$ cat src/hw/rtl/kgm_pkg.sv
// Package for the key gesture menu navigator: request payload types, gesture
// kinds, key codes and register indexes.
// Depends on nothing; every other file of the block uses it.
package kgm_pkg;

  localparam int NUM_KEYS_DEF = 4;
  localparam int LINE_BITS    = 4;
  localparam int KEY_W        = 2;
  localparam int TIME_W       = 16;
  localparam int CNT_W        = 16;
  localparam int ADDR_W       = 4;
  localparam int DATA_W       = 32;

  localparam logic [KEY_W-1:0] KEY_NONE = 2'd0;
  localparam logic [KEY_W-1:0] KEY_PREV = 2'd1;
  localparam logic [KEY_W-1:0] KEY_FWD  = 2'd2;
  localparam logic [KEY_W-1:0] KEY_OK   = 2'd3;

  localparam logic [1:0] REG_KEEP_THR  = 2'd0;
  localparam logic [1:0] REG_DCLICK    = 2'd1;
  localparam logic [1:0] REG_LAST_LINE = 2'd2;

  localparam logic [TIME_W-1:0]    KEEP_THR_RST  = 16'd20;
  localparam logic [TIME_W-1:0]    DCLICK_RST    = 16'd300;
  localparam logic [LINE_BITS-1:0] LAST_LINE_RST = 4'd0;

  typedef enum logic [2:0] {
    EV_PRESS    = 3'd0,
    EV_KEEP     = 3'd1,
    EV_CLICK    = 3'd2,
    EV_DOUBLE   = 3'd3,
    EV_LONG_END = 3'd4
  } ev_kind_t;

  typedef struct packed {
    logic              valid;
    ev_kind_t          kind;
    logic [KEY_W-1:0]  key;
  } gesture_t;

  typedef struct packed {
    logic [KEY_W-1:0]  key_code;
    logic [TIME_W-1:0] now_time;
  } in_item_t;

  typedef struct packed {
    logic                 event_valid;
    logic [2:0]           event_kind;
    logic [KEY_W-1:0]     event_key;
    logic                 activate;
    logic [LINE_BITS-1:0] selected_line;
    logic [LINE_BITS-1:0] first_line;
    logic [KEY_W-1:0]     held_key;
  } out_item_t;

endpackage

$ cat src/hw/rtl/kgm_gesture.sv
// Gesture classifier: held key, saturating repeat count and per-key click history.
// Depends on kgm_pkg.
module kgm_gesture #(
  parameter int NUM_KEYS = kgm_pkg::NUM_KEYS_DEF
) (
  input  logic                        clk,
  input  logic                        rst_n,
  input  logic                        advance,
  input  logic [kgm_pkg::KEY_W-1:0]   key_code,
  input  logic [kgm_pkg::TIME_W-1:0]  now_time,
  input  logic [kgm_pkg::TIME_W-1:0]  keep_thr,
  input  logic [kgm_pkg::TIME_W-1:0]  dclick_win,
  output kgm_pkg::gesture_t           gesture,
  output logic [kgm_pkg::KEY_W-1:0]   held_nxt
);

  localparam int KIDX_W = (NUM_KEYS > 1) ? $clog2(NUM_KEYS) : 1;

  logic [kgm_pkg::KEY_W-1:0]  held_r;
  logic [kgm_pkg::CNT_W-1:0]  cnt_r;
  logic [kgm_pkg::CNT_W-1:0]  cnt_nxt;
  logic [kgm_pkg::TIME_W-1:0] click_time_r [NUM_KEYS];
  logic [NUM_KEYS-1:0]        seen_r;

  logic [KIDX_W-1:0]          kidx;
  logic                       in_range;
  logic                       store;
  logic                       seen;
  logic [kgm_pkg::TIME_W-1:0] dt;

  assign kidx     = KIDX_W'(held_r);
  assign in_range = (int'(held_r) < NUM_KEYS);

  always_comb begin
    held_nxt       = held_r;
    cnt_nxt        = cnt_r;
    gesture.valid  = 1'b0;
    gesture.kind   = kgm_pkg::EV_PRESS;
    gesture.key    = kgm_pkg::KEY_NONE;
    store          = 1'b0;
    seen           = in_range && seen_r[kidx];
    dt             = now_time - click_time_r[kidx];
    if (key_code != kgm_pkg::KEY_NONE) begin
      if (key_code == held_r) begin
        cnt_nxt = (cnt_r == '1) ? cnt_r : cnt_r + 16'd1;
      end else begin
        held_nxt      = key_code;
        cnt_nxt       = 16'd1;
        gesture.valid = 1'b1;
        gesture.kind  = kgm_pkg::EV_PRESS;
        gesture.key   = key_code;
      end
      if ((cnt_nxt > keep_thr) && (cnt_nxt[1:0] == 2'b00)) begin
        gesture.valid = 1'b1;
        gesture.kind  = kgm_pkg::EV_KEEP;
        gesture.key   = key_code;
      end
    end else begin
      if (held_r != kgm_pkg::KEY_NONE) begin
        gesture.valid = 1'b1;
        gesture.key   = held_r;
        if (cnt_r < keep_thr) begin
          gesture.kind = (seen && (dt < dclick_win)) ? kgm_pkg::EV_DOUBLE
                                                     : kgm_pkg::EV_CLICK;
          store        = in_range;
        end else begin
          gesture.kind = kgm_pkg::EV_LONG_END;
        end
      end
      held_nxt = kgm_pkg::KEY_NONE;
      cnt_nxt  = '0;
    end
  end

  always_ff @(posedge clk) begin
    if (!rst_n) begin
      held_r <= kgm_pkg::KEY_NONE;
      cnt_r  <= '0;
      seen_r <= '0;
      for (int i = 0; i < NUM_KEYS; i++) begin
        click_time_r[i] <= '0;
      end
    end else if (advance) begin
      held_r <= held_nxt;
      cnt_r  <= cnt_nxt;
      if (store) begin
        seen_r[kidx]       <= 1'b1;
        click_time_r[kidx] <= now_time;
      end
    end
  end

endmodule

$ cat src/hw/rtl/kgm_cursor.sv
// Menu cursor: moves the selected line on previous and next gestures with
// wraparound, and derives the first visible line. Depends on kgm_pkg.
module kgm_cursor (
  input  logic                            clk,
  input  logic                            rst_n,
  input  logic                            advance,
  input  kgm_pkg::gesture_t               gesture,
  input  logic [kgm_pkg::LINE_BITS-1:0]   last_line,
  output logic [kgm_pkg::LINE_BITS-1:0]   sel_nxt,
  output logic [kgm_pkg::LINE_BITS-1:0]   first_nxt
);

  logic [kgm_pkg::LINE_BITS-1:0] sel_r;
  logic [kgm_pkg::LINE_BITS:0]   inc;

  always_comb begin
    sel_nxt = sel_r;
    inc     = {1'b0, sel_r};
    if (gesture.valid) begin
      case (gesture.key)
        kgm_pkg::KEY_PREV: begin
          if (gesture.kind != kgm_pkg::EV_CLICK) begin
            sel_nxt = (sel_r == '0) ? last_line : sel_r - 1'b1;
          end
        end
        kgm_pkg::KEY_FWD: begin
          if (gesture.kind != kgm_pkg::EV_CLICK) begin
            inc = {1'b0, sel_r} + 1'b1;
          end
          sel_nxt = (inc > {1'b0, last_line}) ? '0 : inc[kgm_pkg::LINE_BITS-1:0];
        end
        default: sel_nxt = sel_r;
      endcase
    end
    first_nxt = (sel_nxt >= 2) ? sel_nxt - 2'd2 : '0;
  end

  always_ff @(posedge clk) begin
    if (!rst_n) begin
      sel_r <= '0;
    end else if (advance) begin
      sel_r <= sel_nxt;
    end
  end

endmodule

$ cat src/hw/rtl/key_gesture_menu_navigator.sv
// Top level of the key gesture menu navigator: request registers, configuration
// port and result register. Depends on kgm_pkg, kgm_gesture and kgm_cursor.
//
// One key scan request yields exactly one result. A request is accepted every
// cycle while the result side keeps up: it is captured in an input register,
// classified and applied to the cursor once the result register can take it,
// and held in a result register until taken, so throughput is one request per
// cycle. Registers sit at byte addresses 0 (keep-press threshold),
// 4 (double-click window) and 8 (last line) and are to be written while idle.
module key_gesture_menu_navigator #(
  parameter int NUM_KEYS = kgm_pkg::NUM_KEYS_DEF
) (
  input  logic                          clk,
  input  logic                          rst_n,
  input  logic                          in_valid,
  output logic                          in_ready,
  input  kgm_pkg::in_item_t             in_data,
  output logic                          out_valid,
  input  logic                          out_ready,
  output kgm_pkg::out_item_t            out_data,
  input  logic                          cfg_psel,
  input  logic                          cfg_penable,
  input  logic                          cfg_pwrite,
  input  logic [kgm_pkg::ADDR_W-1:0]    cfg_paddr,
  input  logic [kgm_pkg::DATA_W-1:0]    cfg_pwdata,
  output logic [kgm_pkg::DATA_W-1:0]    cfg_prdata,
  output logic                          cfg_pready
);

  logic [kgm_pkg::TIME_W-1:0]    keep_thr_r;
  logic [kgm_pkg::TIME_W-1:0]    dclick_r;
  logic [kgm_pkg::LINE_BITS-1:0] last_line_r;

  logic                          req_vld_r;
  kgm_pkg::in_item_t             req_r;
  logic                          out_vld_r;
  kgm_pkg::out_item_t            out_r;
  logic                          advance;

  kgm_pkg::gesture_t             gesture;
  logic [kgm_pkg::KEY_W-1:0]     held_nxt;
  logic [kgm_pkg::LINE_BITS-1:0] sel_nxt;
  logic [kgm_pkg::LINE_BITS-1:0] first_nxt;
  logic                          cfg_wr;

  assign cfg_pready = 1'b1;
  assign cfg_wr     = cfg_psel && cfg_penable && cfg_pwrite;

  always_ff @(posedge clk) begin
    if (!rst_n) begin
      keep_thr_r  <= kgm_pkg::KEEP_THR_RST;
      dclick_r    <= kgm_pkg::DCLICK_RST;
      last_line_r <= kgm_pkg::LAST_LINE_RST;
    end else if (cfg_wr) begin
      unique case (cfg_paddr[3:2])
        kgm_pkg::REG_KEEP_THR:  keep_thr_r  <= cfg_pwdata[kgm_pkg::TIME_W-1:0];
        kgm_pkg::REG_DCLICK:    dclick_r    <= cfg_pwdata[kgm_pkg::TIME_W-1:0];
        kgm_pkg::REG_LAST_LINE: last_line_r <= cfg_pwdata[kgm_pkg::LINE_BITS-1:0];
        default: ;
      endcase
    end
  end

  always_comb begin
    unique case (cfg_paddr[3:2])
      kgm_pkg::REG_KEEP_THR:  cfg_prdata = kgm_pkg::DATA_W'(keep_thr_r);
      kgm_pkg::REG_DCLICK:    cfg_prdata = kgm_pkg::DATA_W'(dclick_r);
      kgm_pkg::REG_LAST_LINE: cfg_prdata = kgm_pkg::DATA_W'(last_line_r);
      default:                cfg_prdata = '0;
    endcase
  end

  assign advance   = req_vld_r && (!out_vld_r || out_ready);
  assign in_ready  = !req_vld_r || advance;
  assign out_valid = out_vld_r;
  assign out_data  = out_r;

  always_ff @(posedge clk) begin
    if (!rst_n) begin
      req_vld_r <= 1'b0;
      out_vld_r <= 1'b0;
    end else begin
      if (in_ready) begin
        req_vld_r <= in_valid;
      end
      if (advance) begin
        out_vld_r <= 1'b1;
      end else if (out_ready) begin
        out_vld_r <= 1'b0;
      end
    end
  end

  always_ff @(posedge clk) begin
    if (in_valid && in_ready) begin
      req_r <= in_data;
    end
    if (advance) begin
      out_r.event_valid   <= gesture.valid;
      out_r.event_kind    <= gesture.valid ? gesture.kind : 3'd0;
      out_r.event_key     <= gesture.valid ? gesture.key : kgm_pkg::KEY_NONE;
      out_r.activate      <= gesture.valid && (gesture.key == kgm_pkg::KEY_OK);
      out_r.selected_line <= sel_nxt;
      out_r.first_line    <= first_nxt;
      out_r.held_key      <= held_nxt;
    end
  end

  kgm_gesture #(
    .NUM_KEYS (NUM_KEYS)
  ) u_gesture (
    .clk        (clk),
    .rst_n      (rst_n),
    .advance    (advance),
    .key_code   (req_r.key_code),
    .now_time   (req_r.now_time),
    .keep_thr   (keep_thr_r),
    .dclick_win (dclick_r),
    .gesture    (gesture),
    .held_nxt   (held_nxt)
  );

  kgm_cursor u_cursor (
    .clk       (clk),
    .rst_n     (rst_n),
    .advance   (advance),
    .gesture   (gesture),
    .last_line (last_line_r),
    .sel_nxt   (sel_nxt),
    .first_nxt (first_nxt)
  );

endmodule
$ cat config.mk
export PLATFORM = sky130hd
export DESIGN_NAME = key_gesture_menu_navigator
export DESIGN_NICKNAME = d
export VERILOG_FILES = /design/src/hw/rtl/kgm_pkg.sv /design/src/hw/rtl/kgm_gesture.sv /design/src/hw/rtl/kgm_cursor.sv /design/src/hw/rtl/key_gesture_menu_navigator.sv
export SDC_FILE = /design/constraint.sdc
export NUM_CORES = 1
export LEC_CHECK = 0
export ABC_CLOCK_PERIOD_IN_PS = 9800
export BUFFER_PORTS_ARGS = -buffer_cell sky130_fd_sc_hd__buf_2
export CORE_MARGIN = 2
export CORE_UTILIZATION = 59
export CTS_CLUSTER_DIAMETER = 200
export CTS_CLUSTER_SIZE = 12
export DETAILED_ROUTE_END_ITERATION = 8
export PLACE_DENSITY = 0.81
export SKIP_CTS_REPAIR_TIMING = 1
export SKIP_LAST_GASP = 1
export SYNTH_ARGS = -nofsm -noshare
export SYNTH_HDL_FRONTEND = slang
export SYNTH_SLANG_ARGS = --single-unit
$ cat constraint.sdc
create_clock -name clk -period 9.8 [get_ports clk]
set_input_delay 0.98 -clock clk [delete_from_list [all_inputs] [get_ports clk]]
set_output_delay 0.98 -clock clk [all_outputs]
set_load 0.02 [all_outputs]
==> flow_summary.json, run 1 <==
{
  "yosysWarnings": 0,
  "criticalPathCategory": "flip-flop to flip-flop",
  "drive_gt1_frac": 0.160,
  "timing.final.crit_share": 0.791,
  "grt_usage": 0.268,
  "final_core_util": 0.675,
  "cts-root-buf": "clkbuf_16",
  "cts-buffers-inserted": 17,
  "ant_nets": 0,
  "grt_pass1_vias": 6655,
  "p_leak_nw": 4.31,
  "vias": 7106,
  "ys_ff_latch": 165,
  "routed_wl_um": 22000,
  "crit_path_frequent_cell": "o21ai_0",
  "ir_drop_mv": 0.123,
  "top_usage_layer": "met2",
  "place_ws_ns": 2.18,
  "grt_max_degree": 74,
  "die_w_um": 131,
  "synth.top_cell.area_share": 0.313,
  "synthTopCellsByArea": "edfxtp_1, dfxtp_1, ha_1, mux4_2, nand2_1",
  "synth_commonest_cells": "nand2_1, edfxtp_1, nor2_1",
  "slew_headroom": 0.179,
  "setup_viol": 0,
  "critPathMaxFanout": 16,
  "cp-start-kind": "flip-flop",
  "ys_types": 76,
  "cts_tree": "built",
  "finalHoldWorstSlack_ns": 0.453,
  "synth_cells": 933,
  "cap_violations": 0,
  "status": "finished clean",
  "period_minus_slack_ns": 7.75,
  "crit_slowest_cell": "mux4_2",
  "die_area_um2": 17100,
  "die_h_um": 131,
  "seq_power_share": 0.442,
  "yosysSeqAreaShare": 0.452,
  "initial_core_util": 0.600,
  "io_pins": 113,
  "required_ns": 9.94,
  "min_path_type": "flip-flop to flip-flop",
  "drtIter0Drc": 488,
  "cp-end-kind": "flip-flop",
  "area_delta_synth_final_pct": 12.5,
  "critical_path_arrival_ns": 7.89,
  "timing.critical_path.slowest_cell_delay_ns": 0.55,
  "port_buffers": 77,
  "clk_pin_slew_ns": 0.06,
  "worst_slew_pin_slew_ns": 1.23,
  "core_um2": 15800,
  "finalSetupTns_ns": 0,
  "grt_util_met2": 0.419,
  "finalPower_w": 0.00176,
  "layout.nets": 1145,
  "hpwl_um": 15500,
  "drv_slew": 0,
  "synthFlopType": "edfxtp_1",
  "grt_antenna_before_repair": 0,
  "critPathTopFamily": "compound AO/OA/AOI/OAI gates",
  "critPathBufInv": 2,
  "cts_sinks": 165,
  "clk_latency_ns": 0.43,
  "met3_usage": 0.0566,
  "rsz0062_at_grt": "no",
  "hold_violations": 0,
  "grt.overflow.total": 0,
  "synth_edf_count": 99,
  "dr.pass1.iters": 6,
  "num_rows": 46,
  "place_congestion": 0.903,
  "n_antenna_cell": 0,
  "drc": 0,
  "p_switching_w": 0.000465,
  "p_int_w": 0.00130,
  "via_per_inst": 5.74,
  "grt_pass1_wl_um": 34900,
  "synth_area_per_cell_um2": 10.2,
  "use_met1": 0.372,
  "power_frac_clock": 0.409,
  "fmax_mhz": 129,
  "synth.most_common_cell": "nand2_1",
  "async_flop_share": 0,
  "cts_max_level": 4,
  "p_per_area_nw_per_um2": 165,
  "power_frac_comb": 0.149,
  "p_sw_frac": 0.263,
  "setup_ws_ns": 2.05,
  "clock_skew_ns": 0.0150,
  "wl_per_cell_um": 17.7,
  "yosys.area.top_type": "edfxtp_1",
  "cts.path.max_buffers": 2,
  "netlist_area_um2": 9500
}
area by class of cell:
class	instances	area, um^2
fill	1227	5140
multi-input combinational	677	4800
sequential	165	4290
clock buffer	22	517
timing repair buffer	82	423
tap	216	270
inverter	67	251
clock inverter	10	128
through the flow:
stage               instance area [um^2]  cells
CTS                                10700   1239
floorplan                           9610    964
finish                             10700   1239
detailed placement                 10000   1207
global route                       10700   1239
global placement                   10000   1207
worst paths after layout:
check / start / end / slack (ns) / cells past startpoint
worst max register to register: flip-flop / out_data[5] / 2.05 / 30
worst min register to register: u_gesture.seen_r[1] / u_gesture.seen_r[1] / 0.45 / 1
worst max-delay path: flip-flop / out_data[5] / 2.05 / 30
worst min-delay path: u_gesture.seen_r[1] / u_gesture.seen_r[1] / 0.45 / 1
flip-flops by register name (all words and copies together) (netlist names), named ones only:
register / count
out_data: 17
req_vld_r: 1
u_gesture.cnt_r: 16
u_cursor.sel_r: 4
out_valid: 1
last_line_r: 4
u_gesture.held_r: 2
u_gesture.click_time_r: 64
keep_thr_r: 16
req_r: 18
u_gesture.seen_r: 4
dclick_r: 16
cells in the final DEF (no fill, tap or decap), drive strengths merged, types with 14 or more instances in the layout:
| cell type | Yosys | layout |
|---|---|---|
| a21o | 14 | 14 |
| a21oi | 66 | 66 |
| a22oi | 17 | 17 |
| and2 | 53 | 53 |
| buf | 24 | 82 |
| clkbuf | 31 | 22 |
| conb | 2 | 33 |
| dfxtp | 66 | 66 |
| edfxtp | 99 | 99 |
| ha | 73 | 73 |
| inv | 67 | 72 |
| mux2i | 24 | 24 |
| mux4 | 17 | 17 |
| nand2 | 101 | 101 |
| nand3 | 19 | 19 |
| nand4 | 15 | 15 |
| nor2 | 75 | 75 |
| nor3 | 14 | 14 |
| o21ai | 30 | 30 |
| xnor2 | 16 | 16 |
power by group through the flow:
stage | Clock [W] | Sequential, W | Combinational [W]
finish | 0.000721 | 0.000779 | 0.000263
detailed placement | 0 | 0.000794 | 0.000259
floorplan | 0 | 0.000792 | 0.000198
global route | 0.000756 | 0.000782 | 0.000295
global placement | 0 | 0.000793 | 0.000249
CTS | 0.000729 | 0.000779 | 0.000263
metal layers:
metal | part of all wire | vias up | wire length (um)
li1 | - | 3438 | -
met4 | 0.021 | 0 | 457
met3 | 0.059 | 40 | 1300
met2 | 0.46 | 246 | 10000
met5 | 0 | - | 0
met1 | 0.46 | 3382 | 10200
cell families after synthesis:
kind of cell | share of synthesized area
simple gates | 0.178
compound gates | 0.123
flops | 0.452
buf+inv | 0.0576
fa+ha+maj | 0.0983
mux | 0.0656
xor+xnor | 0.0240
other cells | 0.000791
(Power assumes the default switching activity.)
==> run 2, diff against run 1 <==
--- a/config.mk
+++ b/config.mk
@@ -5,7 +5,7 @@
 export SDC_FILE = /design/constraint.sdc
 export NUM_CORES = 1
 export LEC_CHECK = 0
-export ABC_CLOCK_PERIOD_IN_PS = 9800
+export ABC_CLOCK_PERIOD_IN_PS = 8000
 export BUFFER_PORTS_ARGS = -buffer_cell sky130_fd_sc_hd__buf_2
 export CORE_MARGIN = 2
 export CORE_UTILIZATION = 59
==> constraint.sdc (replaced) <==
create_clock -name clk -period 8 [get_ports clk]
set_input_delay 0.8 -clock clk [delete_from_list [all_inputs] [get_ports clk]]
set_output_delay 0.8 -clock clk [all_outputs]
set_load 0.02 [all_outputs]
==> flow_summary.json, run 2 (synthesized netlist as in run 1, its figures left out) <==
{
  "status": "finished clean",
  "criticalPathCategory": "flip-flop to flip-flop",
  "worst_slew_pin_slew_ns": 1.19,
  "top_register": "u_gesture.click_time_r",
  "grt_antenna_before_repair": 0,
  "fmax_mhz": 135,
  "final_common_cell": "nand2_1",
  "largest_reg_flops": 64,
  "p_per_area_nw_per_um2": 196,
  "required_ns": 8.16,
  "cts-buffers-inserted": 17,
  "wl_per_cell_um": 17.7,
  "grt_max_degree": 54,
  "fillers": 1213,
  "min_path_type": "flip-flop to flip-flop",
  "cts_tree": "built",
  "finalNonFillerCells": 1240,
  "hpwl_um": 15500,
  "num_rows": 46,
  "via_per_inst": 5.85,
  "grt_pass1_vias": 6732,
  "final_core_util": 0.672,
  "slew_headroom": 0.201,
  "drive_gt1_frac": 0.161,
  "placedInstanceArea_um2": 10100,
  "place_ws_ns": 0.551,
  "stdcell_area_um2": 10600,
  "cts-root-buf": "clkbuf_16",
  "cp-start-kind": "flip-flop",
  "setup_ws_ns": 0.602,
  "ir_drop_mv": 0.171,
  "grt.overflow.total": 0,
  "grt_usage": 0.270,
  "clock_skew_ns": 0.0102,
  "hold_violations": 0,
  "critical_path_arrival_ns": 7.56,
  "area_delta_synth_final_pct": 11.9,
  "grt_pass1_wl_um": 35000,
  "drtIter0Drc": 662,
  "cap_violations": 0,
  "vias": 7251,
  "n_antenna_cell": 0,
  "setup_viol": 0,
  "routed_wl_um": 22000,
  "rsz0062_at_grt": "no",
  "clk_latency_ns": 0.44,
  "drv_slew": 0,
  "layout_common_cells": "nand2_1, edfxtp_1, buf_2",
  "placedCellCount": 1208,
  "die_h_um": 131,
  "cts_max_level": 4,
  "place_congestion": 0.915,
  "crit_path_frequent_cell": "ha_1",
  "critPathTopFamily": "compound AO/OA/AOI/OAI gates",
  "cp-end-kind": "flip-flop",
  "core_um2": 15800,
  "critPathBufInv": 3,
  "timing.critical_path.slowest_cell_delay_ns": 0.51,
  "timing.final.crit_share": 0.925,
  "dr.pass1.iters": 5,
  "critPathMaxFanout": 10,
  "period_minus_slack_ns": 7.40,
  "drc": 0,
  "layout.nets": 1146,
  "finalSetupTns_ns": 0,
  "cts_sinks": 165,
  "ant_nets": 0,
  "crit_slowest_cell": "mux4_2",
  "port_buffers": 77,
  "die_area_um2": 17100,
  "p_leak_nw": 4.27,
  "cts.path.max_buffers": 2,
  "die_w_um": 131,
  "initial_core_util": 0.600,
  "clk_pin_slew_ns": 0.07,
  "io_pins": 113
}
-- run 2: worst paths after layout --
path	from	endpoint	slack, ns	cells after the start
worst min-delay path	u_gesture.seen_r[1]	u_gesture.seen_r[1]	0.46	1
worst min register to register	u_gesture.seen_r[1]	u_gesture.seen_r[1]	0.46	1
worst max register to register	flip-flop	out_data[5]	0.60	31
worst max-delay path	flip-flop	out_data[5]	0.60	31
-- run 2: where the power goes --
group	internal (W)	leakage, nW	switching (W)	total [W]
Combinational	0.000128	2.48	0.000200	0.000328
Clock	0.000439	0.273	0.000357	0.000796
Sequential	0.000935	1.52	0.0000204	0.000955
Total	0.00150	4.27	0.000577	0.00208
-- run 2: stage by stage --
step	hold slack [ns]	power [W]
CTS	0.457	0.00208
global route	0.483	0.00216
finish	0.455	0.00208
detailed placement	0.439	0.00129
floorplan	0.421	0.00121
global placement	0.429	0.00128
-- run 2: layout make-up --
type                       count  area [um^2]  share of cell area
clock buffer                  22          485              0.0457
clock inverter                10         85.1             0.00800
inverter                      67          251              0.0237
multi-input combinational    677         4810               0.453
sequential                   165         4300               0.404
tap                          216          270              0.0254
timing repair buffer          83          430              0.0405
-- run 2: per-layer routing --
| metal | global-route usage | vias to the layer above | share of wire |
|---|---|---|---|
| li1 | - | 3456 | - |
| met1 | 0.385 | 3489 | 0.45 |
| met2 | 0.410 | 263 | 0.45 |
| met3 | 0.0436 | 43 | 0.065 |
| met4 | 0.120 | 0 | 0.029 |
| met5 | 0 | - | 0 |
==> run 3, diff against run 2 <==
--- a/config.mk
+++ b/config.mk
@@ -9,6 +9,7 @@
 export BUFFER_PORTS_ARGS = -buffer_cell sky130_fd_sc_hd__buf_2
 export CORE_MARGIN = 2
 export CORE_UTILIZATION = 59
+export CTS_BUF_LIST = sky130_fd_sc_hd__clkbuf_16
 export CTS_CLUSTER_DIAMETER = 200
 export CTS_CLUSTER_SIZE = 12
 export DETAILED_ROUTE_END_ITERATION = 8
==> flow_summary.json, run 3 (synthesized netlist as in run 1, its figures left out) <==
{
  "status": "finished clean",
  "die_area_um2": 17100,
  "crit_path_frequent_cell": "ha_1",
  "clk_pin_slew_ns": 0.07,
  "io_pins": 113,
  "layout_common_cells": "nand2_1, edfxtp_1, buf_2",
  "wl_per_cell_um": 17.7,
  "place_congestion": 0.915,
  "drv_slew": 0,
  "final_common_cell": "nand2_1",
  "area_delta_synth_final_pct": 11.7,
  "initial_core_util": 0.600,
  "grt_max_degree": 54,
  "crit_slowest_cell": "o31ai_4",
  "cts-buffers-inserted": 17,
  "clock_skew_ns": 0.0111,
  "cap_violations": 0,
  "vias": 7203,
  "fillers": 1221,
  "layout.nets": 1146,
  "n_antenna_cell": 0,
  "grt_util_met2": 0.408,
  "largest_reg_flops": 64,
  "rr_worst_depth": 31,
  "drtIter0Drc": 636,
  "dr.pass1.iters": 5,
  "finalSetupTns_ns": 0,
  "setup_viol": 0,
  "cp-start-kind": "flip-flop",
  "critical_path_arrival_ns": 7.55,
  "grt_antenna_before_repair": 0,
  "top_usage_layer": "met2",
  "cts.path.max_buffers": 2,
  "ant_nets": 0,
  "critPathMaxFanout": 10,
  "drive_gt1_frac": 0.159,
  "top_register": "u_gesture.click_time_r",
  "num_rows": 46,
  "die_h_um": 131,
  "use_met1": 0.384,
  "period_minus_slack_ns": 7.40,
  "p_int_w": 0.00148,
  "slew_headroom": 0.200,
  "critPathBufInv": 3,
  "cts-root-buf": "clkbuf_16",
  "cp-end-kind": "flip-flop",
  "critPathTopFamily": "compound AO/OA/AOI/OAI gates",
  "cts_max_level": 4,
  "min_path_type": "flip-flop to flip-flop",
  "port_buffers": 77,
  "p_leak_nw": 4.27,
  "fmax_mhz": 135,
  "seq_power_share": 0.464,
  "hold_violations": 0,
  "clk_latency_ns": 0.44,
  "grt_pass1_vias": 6709,
  "whs_path_depth": 1,
  "finalPower_w": 0.00206,
  "power_frac_clock": 0.376,
  "die_w_um": 131,
  "cts_sinks": 165,
  "routed_wl_um": 22000,
  "hpwl_um": 15500,
  "required_ns": 8.16,
  "rsz0062_at_grt": "no",
  "core_um2": 15800,
  "worstSetupPathDepth": 31,
  "ir_drop_mv": 0.171,
  "p_switching_w": 0.000578,
  "p_per_area_nw_per_um2": 194,
  "timing.final.crit_share": 0.925,
  "power_frac_comb": 0.160,
  "drc": 0,
  "p_sw_frac": 0.281,
  "via_per_inst": 5.81,
  "cts_tree": "built",
  "grt_pass1_wl_um": 34900,
  "timing.critical_path.slowest_cell_delay_ns": 0.52,
  "grt.overflow.total": 0,
  "grt_usage": 0.269,
  "worst_slew_pin_slew_ns": 1.20,
  "met3_usage": 0.0436,
  "criticalPathCategory": "flip-flop to flip-flop"
}
## run 3: cell count changes in the layout (fill, tap and decap cells not counted), sizes merged
| cell | before | now |
|---|---|---|
| clkinv | 2 | 4 |
| clkbuf | 22 | 18 |
| inv | 72 | 74 |
## run 3: metrics by stage
step | instances | instance area (um^2) | util | hold slack, ns | worst slack, ns
after global routing | 1240 | 10600 | 0.670 | 0.481 | 0.00281
final | 1240 | 10600 | 0.670 | 0.453 | 0.604
after detailed placement | 1208 | 10100 | 0.635 | 0.439 | 0.551
after CTS | 1240 | 10600 | 0.670 | 0.457 | 0.499
after global placement | 1208 | 10100 | 0.635 | 0.429 | 0.788
after floorplan | 964 | 9610 | - | 0.421 | 0.644
## run 3: worst paths after layout
path	start	endpoint	slack, ns
max	flip-flop	out_data[5]	0.60
min	u_gesture.seen_r[1]	u_gesture.seen_r[1]	0.45
max reg2reg	flip-flop	out_data[5]	0.60
min reg2reg	u_gesture.seen_r[1]	u_gesture.seen_r[1]	0.45
## run 3: layout make-up
cell class	count	area, um^2	area share
multi-input combinational	677	4810	0.453
sequential	165	4300	0.405
clock buffer	18	450	0.0425
timing repair buffer	83	430	0.0406
tap	216	270	0.0255
inverter	67	251	0.0237
clock inverter	14	100	0.00944
## run 3: power groups by stage
stage / registers (W) / logic (W) / clock network, W
2_1_floorplan: 0.000970 / 0.000243 / 0
3_3_place_gp: 0.000972 / 0.000310 / 0
3_5_place_dp: 0.000973 / 0.000320 / 0
4_1_cts: 0.000955 / 0.000326 / 0.000779
5_1_grt: 0.000959 / 0.000364 / 0.000812
6_report: 0.000955 / 0.000328 / 0.000774
## run 3: per-layer routing
metal	wire length [um]	up-vias
li1	-	3453
met4	614	0
met3	1240	39
met5	0	-
met2	9900	245
met1	10200	3466
